### config.mk
export PLATFORM = sky130hd
export DESIGN_NAME = ncc_cell
export DESIGN_NICKNAME = d
export VERILOG_FILES = /design/src/sv/ncc_pkg.sv /design/src/sv/ncc_cell.sv
export VERILOG_INCLUDE_DIRS = /design/src /design/src/sv
export SDC_FILE = /design/constraint.sdc
export NUM_CORES = 2
export LEC_CHECK = 0
export BUFFER_PORTS_ARGS = -buffer_cell sky130_fd_sc_hd__buf_2
export CAP_MARGIN = 25
export CORE_UTILIZATION = 60
export CTS_BUF_LIST = sky130_fd_sc_hd__clkbuf_16
export DETAILED_ROUTE_END_ITERATION = 6
export PLACE_DENSITY = 0.77
export SYNTH_ARGS = -nofsm -noshare
export SYNTH_HDL_FRONTEND = slang
export SYNTH_SLANG_ARGS = --single-unit
### constraint.sdc
create_clock -name clock -period 10.36 [get_ports clock]
set_input_delay 1.036 -clock clock [delete_from_list [all_inputs] [get_ports clock]]
set_output_delay 1.036 -clock clock [all_outputs]
set_load 0.05 [all_outputs]
### src/sv/nearest_centroid_classifier_core_assert.svh
// Assertion macros shared by the nearest-centroid classifier modules.
`ifndef NEAREST_CENTROID_CLASSIFIER_CORE_ASSERT_SVH
`define NEAREST_CENTROID_CLASSIFIER_CORE_ASSERT_SVH

// Same-cycle implication, disabled during reset.
`define NCC_ASSERT_IMPL(label, clk, rst, ante, cons) \
   label: assert property (@(posedge clk) disable iff (rst) (ante) |-> (cons)) \
      else $error("ncc assertion failed");

// Next-cycle implication, disabled during reset.
`define NCC_ASSERT_NEXT(label, clk, rst, ante, cons) \
   label: assert property (@(posedge clk) disable iff (rst) (ante) |=> (cons)) \
      else $error("ncc assertion failed");

`endif

### src/sv/ncc_pkg.sv
// Shared constants and control structs for the nearest-centroid classifier.
`timescale 1ns / 1ps

package ncc_pkg;

   localparam int ACC_BITS  = 48;
   localparam int NORM_BITS = 38;

   // request kinds
   localparam logic REQ_LOAD    = 1'b0;
   localparam logic REQ_FEATURE = 1'b1;

   // result status codes
   localparam logic STATUS_OK    = 1'b0;
   localparam logic STATUS_EMPTY = 1'b1;

   // control bits of an item moving down the cell chain
   typedef struct packed {
      logic valid;
      logic feature;
      logic last;
      logic loaded;
      logic in_range;
   } item_ctrl_type;

   // control bits of the running minimum moving down the chain
   typedef struct packed {
      logic valid;
      logic loaded;
   } best_ctrl_type;

endpackage

### src/sv/ncc_cell.sv
// One cluster cell: centroid memory, norm, dot accumulator and a min-chain step.
`timescale 1ns / 1ps

`include "nearest_centroid_classifier_core_assert.svh"

module ncc_cell #(
   parameter int CELL_INDEX   = 0,
   parameter int MAX_CLUSTERS = 16,
   parameter int MAX_FEATURES = 64,
   parameter int VALUE_BITS   = 16
) (
   input  logic                                       clock,
   input  logic                                       reset,
   input  logic                                       en,
   input  logic                                       clr_active,
   input  logic [((MAX_FEATURES > 1) ? $clog2(MAX_FEATURES) : 1)-1:0] clr_addr,
   input  logic [$clog2(MAX_CLUSTERS + 1)-1:0]        count_eff,
   input  ncc_pkg::item_ctrl_type                     item_ctrl_i,
   input  logic [$clog2(MAX_CLUSTERS)-1:0]            item_ci_i,
   input  logic [((MAX_FEATURES > 1) ? $clog2(MAX_FEATURES) : 1)-1:0] item_fi_i,
   input  logic signed [VALUE_BITS-1:0]               item_value_i,
   output ncc_pkg::item_ctrl_type                     item_ctrl_o,
   output logic [$clog2(MAX_CLUSTERS)-1:0]            item_ci_o,
   output logic [((MAX_FEATURES > 1) ? $clog2(MAX_FEATURES) : 1)-1:0] item_fi_o,
   output logic signed [VALUE_BITS-1:0]               item_value_o,
   input  ncc_pkg::best_ctrl_type                     best_ctrl_i,
   input  logic [$clog2(MAX_CLUSTERS)-1:0]            best_cluster_i,
   input  logic signed [ncc_pkg::ACC_BITS-1:0]        best_score_i,
   output ncc_pkg::best_ctrl_type                     best_ctrl_o,
   output logic [$clog2(MAX_CLUSTERS)-1:0]            best_cluster_o,
   output logic signed [ncc_pkg::ACC_BITS-1:0]        best_score_o
);

   localparam int CI_BITS   = $clog2(MAX_CLUSTERS);
   localparam int FI_BITS   = (MAX_FEATURES > 1) ? $clog2(MAX_FEATURES) : 1;
   localparam int CNT_BITS  = $clog2(MAX_CLUSTERS + 1);
   localparam int ACC_BITS  = ncc_pkg::ACC_BITS;
   localparam int NORM_BITS = ncc_pkg::NORM_BITS;
   localparam int PROD_BITS = 2 * VALUE_BITS;
   localparam int AW = ((ACC_BITS > PROD_BITS + 1) ? ACC_BITS : PROD_BITS + 1) + 1;
   localparam int NW = ((NORM_BITS > PROD_BITS) ? NORM_BITS : PROD_BITS) + 2;
   localparam int SW = ACC_BITS + 2;

   localparam logic signed [AW-1:0] ACC_MAX_W  = (AW'(1) <<< (ACC_BITS - 1)) - AW'(1);
   localparam logic signed [AW-1:0] ACC_MIN_W  = -ACC_MAX_W - AW'(1);
   localparam logic signed [NW-1:0] NORM_MAX_W = (NW'(1) <<< NORM_BITS) - NW'(1);
   localparam logic signed [SW-1:0] SC_MAX_W   = (SW'(1) <<< (ACC_BITS - 1)) - SW'(1);
   localparam logic signed [SW-1:0] SC_MIN_W   = -SC_MAX_W - SW'(1);

   typedef struct packed {
      logic feat;
      logic inr;
      logic load;
      logic last;
      logic loaded;
   } stage_ctrl_type;

   // stage A: item held in this cell, also handed on to the next one
   ncc_pkg::item_ctrl_type          a_ctrl_ff;
   logic [CI_BITS-1:0]              a_ci_ff;
   logic [FI_BITS-1:0]              a_fi_ff;
   logic signed [VALUE_BITS-1:0]    a_value_ff;
   logic                            load_hit;

   // centroid elements of this cluster
   logic signed [VALUE_BITS-1:0]    mem [MAX_FEATURES];
   logic signed [VALUE_BITS-1:0]    rd_ff;

   stage_ctrl_type                  b_ctrl_in;
   stage_ctrl_type                  b_ctrl_ff;
   logic signed [VALUE_BITS-1:0]    b_value_ff;

   logic signed [VALUE_BITS-1:0]    mult_b;
   logic signed [PROD_BITS-1:0]     m1_in;
   logic signed [PROD_BITS-1:0]     m1_ff;
   logic signed [PROD_BITS-1:0]     m2_ff;
   stage_ctrl_type                  c_ctrl_ff;

   logic signed [ACC_BITS-1:0]      acc_ff;
   logic signed [ACC_BITS-1:0]      acc_in;
   logic signed [AW-1:0]            acc_base;
   logic signed [AW-1:0]            acc_sum;
   logic                            clr_pend_ff;
   logic [NORM_BITS-1:0]            norm_ff;
   logic [NORM_BITS-1:0]            norm_in;
   logic signed [NW-1:0]            norm_x;
   logic signed [NW-1:0]            sq_sum;
   logic signed [NW-1:0]            t_full;
   logic signed [NW-1:0]            t_cap;
   logic signed [NW-1:0]            t_sel;
   logic                            d_last_ff;
   logic                            d_loaded_ff;

   logic signed [SW-1:0]            score_sum;
   logic signed [ACC_BITS-1:0]      score;
   logic                            take_own;
   ncc_pkg::best_ctrl_type          best_ctrl_ff;
   logic [CI_BITS-1:0]              best_cluster_ff;
   logic signed [ACC_BITS-1:0]      best_score_ff;

   // ---- stage A
   always_ff @(posedge clock) begin
      if (reset) begin
         a_ctrl_ff <= '0;
      end else if (en) begin
         a_ctrl_ff  <= item_ctrl_i;
         a_ci_ff    <= item_ci_i;
         a_fi_ff    <= item_fi_i;
         a_value_ff <= item_value_i;
      end
   end

   assign load_hit = a_ctrl_ff.valid && !a_ctrl_ff.feature && a_ctrl_ff.in_range &&
                     (a_ci_ff == CI_BITS'(CELL_INDEX));

   assign item_ctrl_o  = a_ctrl_ff;
   assign item_ci_o    = a_ci_ff;
   assign item_fi_o    = a_fi_ff;
   assign item_value_o = a_value_ff;

   // read-first: a load sees the element it replaces
   always_ff @(posedge clock) begin
      if (clr_active) begin
         mem[clr_addr] <= '0;
      end else if (en && load_hit) begin
         mem[a_fi_ff] <= a_value_ff;
      end
      if (en) begin
         rd_ff <= mem[a_fi_ff];
      end
   end

   // ---- stage B
   always_comb begin
      b_ctrl_in.feat   = a_ctrl_ff.valid && a_ctrl_ff.feature;
      b_ctrl_in.inr    = a_ctrl_ff.in_range;
      b_ctrl_in.load   = load_hit;
      b_ctrl_in.last   = a_ctrl_ff.valid && a_ctrl_ff.feature && a_ctrl_ff.last;
      b_ctrl_in.loaded = a_ctrl_ff.loaded;
   end

   always_ff @(posedge clock) begin
      if (reset) begin
         b_ctrl_ff <= '0;
      end else if (en) begin
         b_ctrl_ff  <= b_ctrl_in;
         b_value_ff <= a_value_ff;
      end
   end

   // ---- stage C: feature*element or new^2, and old^2
   assign mult_b = b_ctrl_ff.load ? b_value_ff : rd_ff;
   assign m1_in  = (b_ctrl_ff.feat && !b_ctrl_ff.inr) ? '0 :
                   PROD_BITS'(b_value_ff) * PROD_BITS'(mult_b);

   always_ff @(posedge clock) begin
      if (reset) begin
         c_ctrl_ff <= '0;
      end else if (en) begin
         c_ctrl_ff <= b_ctrl_ff;
         m1_ff     <= m1_in;
         m2_ff     <= PROD_BITS'(rd_ff) * PROD_BITS'(rd_ff);
      end
   end

   // ---- stage D: accumulate -2p with saturation, update norm
   always_comb begin
      acc_base = clr_pend_ff ? '0 : AW'(acc_ff);
      acc_sum  = acc_base - (AW'(m1_ff) <<< 1);
      if (acc_sum > ACC_MAX_W) begin
         acc_in = ACC_MAX_W[ACC_BITS-1:0];
      end else if (acc_sum < ACC_MIN_W) begin
         acc_in = ACC_MIN_W[ACC_BITS-1:0];
      end else begin
         acc_in = acc_sum[ACC_BITS-1:0];
      end

      // clamp after adding new^2, then after removing old^2
      norm_x = $signed({{(NW - NORM_BITS){1'b0}}, norm_ff});
      sq_sum = norm_x + NW'(m1_ff);
      t_full = norm_x + NW'(m1_ff) - NW'(m2_ff);
      t_cap  = NORM_MAX_W - NW'(m2_ff);
      t_sel  = (sq_sum > NORM_MAX_W) ? t_cap : t_full;
      norm_in = t_sel[NW-1] ? '0 : t_sel[NORM_BITS-1:0];
   end

   always_ff @(posedge clock) begin
      if (reset) begin
         acc_ff      <= '0;
         clr_pend_ff <= 1'b0;
         norm_ff     <= '0;
         d_last_ff   <= 1'b0;
         d_loaded_ff <= 1'b0;
      end else if (en) begin
         if (c_ctrl_ff.feat) begin
            acc_ff      <= acc_in;
            clr_pend_ff <= c_ctrl_ff.last;
         end
         if (c_ctrl_ff.load) begin
            norm_ff <= norm_in;
         end
         d_last_ff   <= c_ctrl_ff.last;
         d_loaded_ff <= c_ctrl_ff.loaded;
      end
   end

   // ---- stage E: score and one step of the running minimum
   always_comb begin
      score_sum = SW'(acc_ff) + $signed({{(SW - NORM_BITS){1'b0}}, norm_ff});
      if (score_sum > SC_MAX_W) begin
         score = SC_MAX_W[ACC_BITS-1:0];
      end else if (score_sum < SC_MIN_W) begin
         score = SC_MIN_W[ACC_BITS-1:0];
      end else begin
         score = score_sum[ACC_BITS-1:0];
      end
      // strict compare keeps the lower index on ties
      take_own = (CELL_INDEX == 0) ||
                 ((CNT_BITS'(CELL_INDEX) < count_eff) && (score < best_score_i));
   end

   always_ff @(posedge clock) begin
      if (reset) begin
         best_ctrl_ff <= '0;
      end else if (en) begin
         best_ctrl_ff.valid  <= d_last_ff;
         best_ctrl_ff.loaded <= d_loaded_ff;
         best_cluster_ff     <= take_own ? CI_BITS'(CELL_INDEX) : best_cluster_i;
         best_score_ff       <= take_own ? score : best_score_i;
      end
   end

   assign best_ctrl_o    = best_ctrl_ff;
   assign best_cluster_o = best_cluster_ff;
   assign best_score_o   = best_score_ff;

   `NCC_ASSERT_IMPL(a_best_align, clock, reset, CELL_INDEX != 0, best_ctrl_i.valid == d_last_ff)
   `NCC_ASSERT_IMPL(a_clear_empty, clock, reset, clr_active, !a_ctrl_ff.valid)
   `NCC_ASSERT_IMPL(a_last_sets_pend, clock, reset, d_last_ff, clr_pend_ff)

endmodule

## Word level (Yosys, flattened, before mapping)

Memory sizes are Yosys's and may differ from the RTL's. A register that Yosys moved wholly into a read port is not among the register bits.
Index checks and enable logic that the tools add are counted.

| storage, ports and cells | value |
|---|---|
| flip-flop bits (word level) | 259 |
| latch bits | 0 |
| memory bits (writable) | 1024 |
| ROM bits | 0 |
| input bits | 100 |
| output and inout port bits | 85 |
| logic and storage cells | 71 |
| memories | 1 |

Memory list:

| name | depth | bits a word | rd ports | clocked after memory_dff | wr ports | line | source |
|---|---|---|---|---|---|---|---|
| mem | 64 | 16 | 1 | 1 | 1 | ncc_cell.sv:66 | `logic signed [VALUE_BITS-1:0] mem [MAX_FEATURES];` |

| cells by class | value |
|---|---|
| add/subtract/negate cells | 5 |
| $mul | 2 |
| div/mod/pow operators | 0 |
| order comparisons | 5 |
| equal/unequal tests | 0 |
| shift-type cells | 0 |
| muxes and demuxes | 15 |
| bitwise logic cells | 1 |
| reductions and logical operators | 14 |

Operator list:

| kind | number |
|---|---|
| two-way mux 48 bit | 3 |
| greater-than comparator 49 x 48 -> 1 bit (second input constant) | 2 |
| < comparator 49 x 48 -> 1 bit (second input constant) | 2 |
| multiplier 16 x 16 -> 32 bit | 2 |
| adder 48 x 39 -> 49 bit | 1 |
| two-way mux 49 bit | 1 |
| subtractor 49 x 33 -> 49 bit | 1 |
| adder 39 x 32 -> 40 bit | 1 |
| greater-than comparator 40 x 39 -> 1 bit (second input constant) | 1 |
| two-way mux 40 bit | 1 |
| subtractor 39 x 32 -> 40 bit (first input constant) | 1 |
| subtractor 40 x 32 -> 40 bit | 1 |
| two-way mux 38 bit | 1 |
| two-way mux 16 bit | 2 |
| OR reduction 16 bit | 1 |
| logical AND 1 bit | 7 |
| two-way mux 1 bit | 6 |
| two-way mux 6 bit | 1 |
| AND reduction 2 bit | 3 |
| logical NOT 4 bit | 1 |
| logical NOT 1 bit | 2 |
| inverter 1 bit | 1 |

## Longest topological paths before layout

| depth | value |
|---|---|
| word-level depth | 10 |
| mapped depth | 29 |
| mapped depth without buffers | 27 |

## Least setup slack after synthesis

Ideal clock, no wire load.

| timing path | value |
|---|---|
| path type | in2reg |
| start | input port en |
| end | register b_value_ff[0] (enable) |
| library setup time | 684 ps |
| data arrival time | 8413 ps |
| required time | 9676 ps |
| path slack | 1263 ps |
| cell stages on the path | 3 |
| cells stage by stage | clkbuf_1 -> clkbuf_1 -> nor2b_1 |

| on the way | value |
|---|---|
| word-level cells in the longest chain between the ends | 1 |

RTL lines:

| what | line | source |
|---|---|---|
| start, declared | ncc_cell.sv:14 | `input logic en,` |
| AND reduction 2 bit (no source line) | n/a |  |
| end signal, assigned | ncc_cell.sv:147 | `b_value_ff <= a_value_ff;` |
| end, declared | ncc_cell.sv:71 | `logic signed [VALUE_BITS-1:0] b_value_ff;` |

No other way between the ends.
A chain may end at the register's enable or synchronous reset.

## Worst setup path after layout

| timing path | value |
|---|---|
| start | register rd_ff[13] (read register of mem) |
| end | register m1_ff[30], data pin |

| on the way | value |
|---|---|
| word-level cells in the longest chain between the ends | 2 |

RTL lines:

| what | line | source |
|---|---|---|
| start, declared | ncc_cell.sv:67 | `logic signed [VALUE_BITS-1:0] rd_ff;` |
| two-way mux 16 bit | ncc_cell.sv:152 | `assign mult_b = b_ctrl_ff.load ? b_value_ff : rd_ff;` |
| multiplier 16 x 16 -> 32 bit | ncc_cell.sv:154 | `PROD_BITS'(b_value_ff) * PROD_BITS'(mult_b);` |
| end signal, assigned | ncc_cell.sv:161 | `m1_ff <= m1_in;` |
| end, declared | ncc_cell.sv:75 | `logic signed [PROD_BITS-1:0] m1_ff;` |

No other way between the ends.

==> results.txt <==
status: finished, final reports clean
PwrDens: 315 nW/um^2
Seq pwr share: 0.252
Worst-Skew Late Latency: 800 ps
I/O pin cnt: 185
die area: 130000 um^2
library cells used by synthesis: 102
Final Hold Vio Count: 0
layout cell share with drive strength beyond 1: 0.148
post-route setup slack: 2420 ps
Iter 0 DRT Violations: 4502
Combinational Power Share: 0.570
Max clock buf depth: 3
Pleak: 31.0 nW
CTS H-tree depth: 4
root buffer cell: clkbuf_16
crit-path cells: inv_1 -> o21ai_0 -> nand2_1 -> fa_1 -> fa_1 -> inv_1 -> fa_1 -> fa_1 -> fa_1 -> inv_1 -> fa_1 -> inv_1 -> ha_1 -> a21o_1 -> or3_1 -> nor3_1 -> o31ai_1 -> a221oi_1 -> o21ai_0 -> a21oi_1 -> xor2_1 -> nor2_1
GRT Util Overall: 0.305
post-CTS sizing: 0
most instantiated cells after synthesis: edfxtp_1, inv_1, fa_1
P_int: 15.7 mW
drc violations: 0
vias per cell: 6.18
Clock Pin Slew Worst Setup and Hold Paths: 60 ps
Worst slew margin: 0.223
Worst Setup End Kind: flop
synth top area cells: edfxtp_1, fa_1, mux4_2
initial antenna violation count: 11
period utilization: 0.766
post-synthesis async set-or-reset flop share: 0
vias in the first global route: 50000
die width: 361 um
Initial Utilization: 0.606
Clock power frac: 0.177
first-pass GRT wire length: 298 mm
Port Buffers: 121
Max Transition Viols Final: 0
Die Y: 361 um
adder-cell share of the synthesized area: 0.185
Area Overhead vs Synth: 9.67%
fmax: 126 MHz
Hold WS: 433 ps
Synth Register Bits: 1298
Core ar.: 128000 um^2
slew at the pin closest to its max-slew limit: 1130 ps
CP Launch Type: flop
Synth Warn #: 0
post-synthesis mux area share: 0.102
std cell rows: 131
total design power: 26.7 mW
Main synth FF type: edfxtp_1
Setup Crit Path Kind: reg -> reg
# clock sinks: 1298
DRT Wirelength: 196 mm
Post-Syn Area: 77400 um^2
NetSw: 11.0 mW
EDFF count, synth: 1193
DP HPWL: 126 mm
max_cap viols: 0
post-synthesis sequential area ratio: 0.490
highest-delay cell along the critical path: edfxtp_1
CTS Buf Count: 131
largest family of logic cells by synthesized area: adder cells
Critical Path AT: 8450 ps
post-layout min period: 7940 ps
routed vias: 47800
Synth top area share: 0.463
router iterations before antenna repair: 6
Post-layout nets: 6890
drt wl/cell: 25.3 um
CTS tree: yes
largest net degree at the start of global routing: 154
Mapped Cells: 5792
largest area contributor in the netlist: edfxtp_1
hold buffer count at cts: 0
postcts setup bufs: 0
Synth Area in Compound Gates: 0.0757
maximum VDD drop: 437 uV
most numerous cell in the Yosys netlist: edfxtp_1
Setup-failing EPs final: 0
Top delay family on crit path: adder cells
Req. time, crit path: 10870 ps
Tightest Hold Check Type: in -> reg
Final ANT Viol Nets: 0
largest fanout on the critical path: 15
Sw Share: 0.412
max incr delay on CP: 750 ps
Placer Congestion: 0.913
worst path bufs/invs: 4
Post-Place Setup Slack: 2430 ps
total negative slack: 0 ps
clk_skew: 51.8 ps
RSZ-0062 raised after global routing: no
grt ovf: 0
most frequent CP cell: fa_1
xor-xnor portion of the synthesized cell area: 0.0249
simple-gate area share of the yosys netlist: 0.0733
Syn Area/Cell: 13.4 um^2
## cell families (layout without fill, tap and decap cells)
family / after synthesis / in the layout
xor gates and xnor gates: 216 / 216
adders and majority gates: 841 / 841
other: 1 / 12
muxes: 366 / 366
AOI/OAI and AO/OA: 897 / 897
buffers and inverters: 994 / 1257
and+or+nand+nor: 1179 / 1179
DFF: 1298 / 1298
## path summary, 6_finish.rpt
kind                   startpoint              end  slack [ps]  depth (start not counted)
setup reg to reg        rd_ff[13]        m1_ff[30]        2420                         22
hold / removal    item_value_i[5]  item_value_o[5]         430                          1
setup / recovery        rd_ff[13]        m1_ff[30]        2420                         22
hold reg to reg   item_value_o[0]    b_value_ff[0]         480                          0
## power groups by stage
stage / Clock (mW) / Sequential [mW] / Combinational (mW)
global route: 4.96 / 6.75 / 17.4
CTS: 4.79 / 6.75 / 15.3
detailed placement: 0 / 6.86 / 15.2
floorplan: 0 / 6.78 / 12.1
global placement: 0 / 6.85 / 14.8
finish: 4.75 / 6.75 / 15.3
## metrics by stage
step	instance area [um^2]	std cells	util
after floorplan	77400	5795	-
after global placement	80100	7461	0.627
after detailed placement	80400	7471	0.629
after CTS	84600	7708	0.663
after global routing	84900	7723	0.665
final	84900	7728	0.665
## final cells by class
cell class | instances | area, um^2
Clock buffer | 133 | 3330
Multi-Input combinational cell | 3503 | 35700
Fill cell | 8699 | 42800
Sequential cell | 1298 | 37900
Inverter | 757 | 2840
Tap cell | 1662 | 2080
Antenna cell | 8 | 20.0
Clock inverter | 104 | 917
Timing Repair Buffer | 263 | 2040
## per-layer routing
metal	wire length, um	global-route usage
met1	70100	0.363
met2	99700	0.536
met3	14700	0.0497
met4	10900	0.158
met5	79	0
## state kept, by name, indices dropped and copies added (netlist names)
register      count
mem            1024
acc_ff           48
best_score_o     48
norm_ff          38
m1_ff            32
m2_ff            31
b_value_ff       16
item_value_o     16
rd_ff            16
item_fi_o         6
b_ctrl_ff         5
item_ctrl_o       5
c_ctrl_ff         4
item_ci_o         4
best_ctrl_o       2
clr_pend_ff       1
d_last_ff         1
d_loaded_ff       1
## cells in the final DEF (no fill, tap or decap), types with 105 or more instances in the layout
cell type and instances:
edfxtp_1 1193, inv_1 779, fa_1 504, nand2_1 358, mux4_2 336, ha_1 332
nor2_1 311, a21oi_1 265, o21ai_0 148, xnor2_1 138, clkbuf_16 133, nor2b_1 130
a21o_1 122, buf_2 121, and2_1 120, buf_4 116, dfxtp_1 105
## worst reg2reg max path, stage by stage, from the launching register on
cell and delay [ps]:
edfxtp_1 750, inv_1 350, o21ai_0 740, nand2_1 260, fa_1 540, fa_1 500, inv_1 50, fa_1 500
fa_1 430, fa_1 490, inv_1 50, fa_1 490, inv_1 60, ha_1 330, a21o_1 180, or3_1 290
nor3_1 280, o31ai_1 250, a221oi_1 510, o21ai_0 200, a21oi_1 210, xor2_1 170, nor2_1 50
Note: power is estimated with default switching activity, not from simulation.
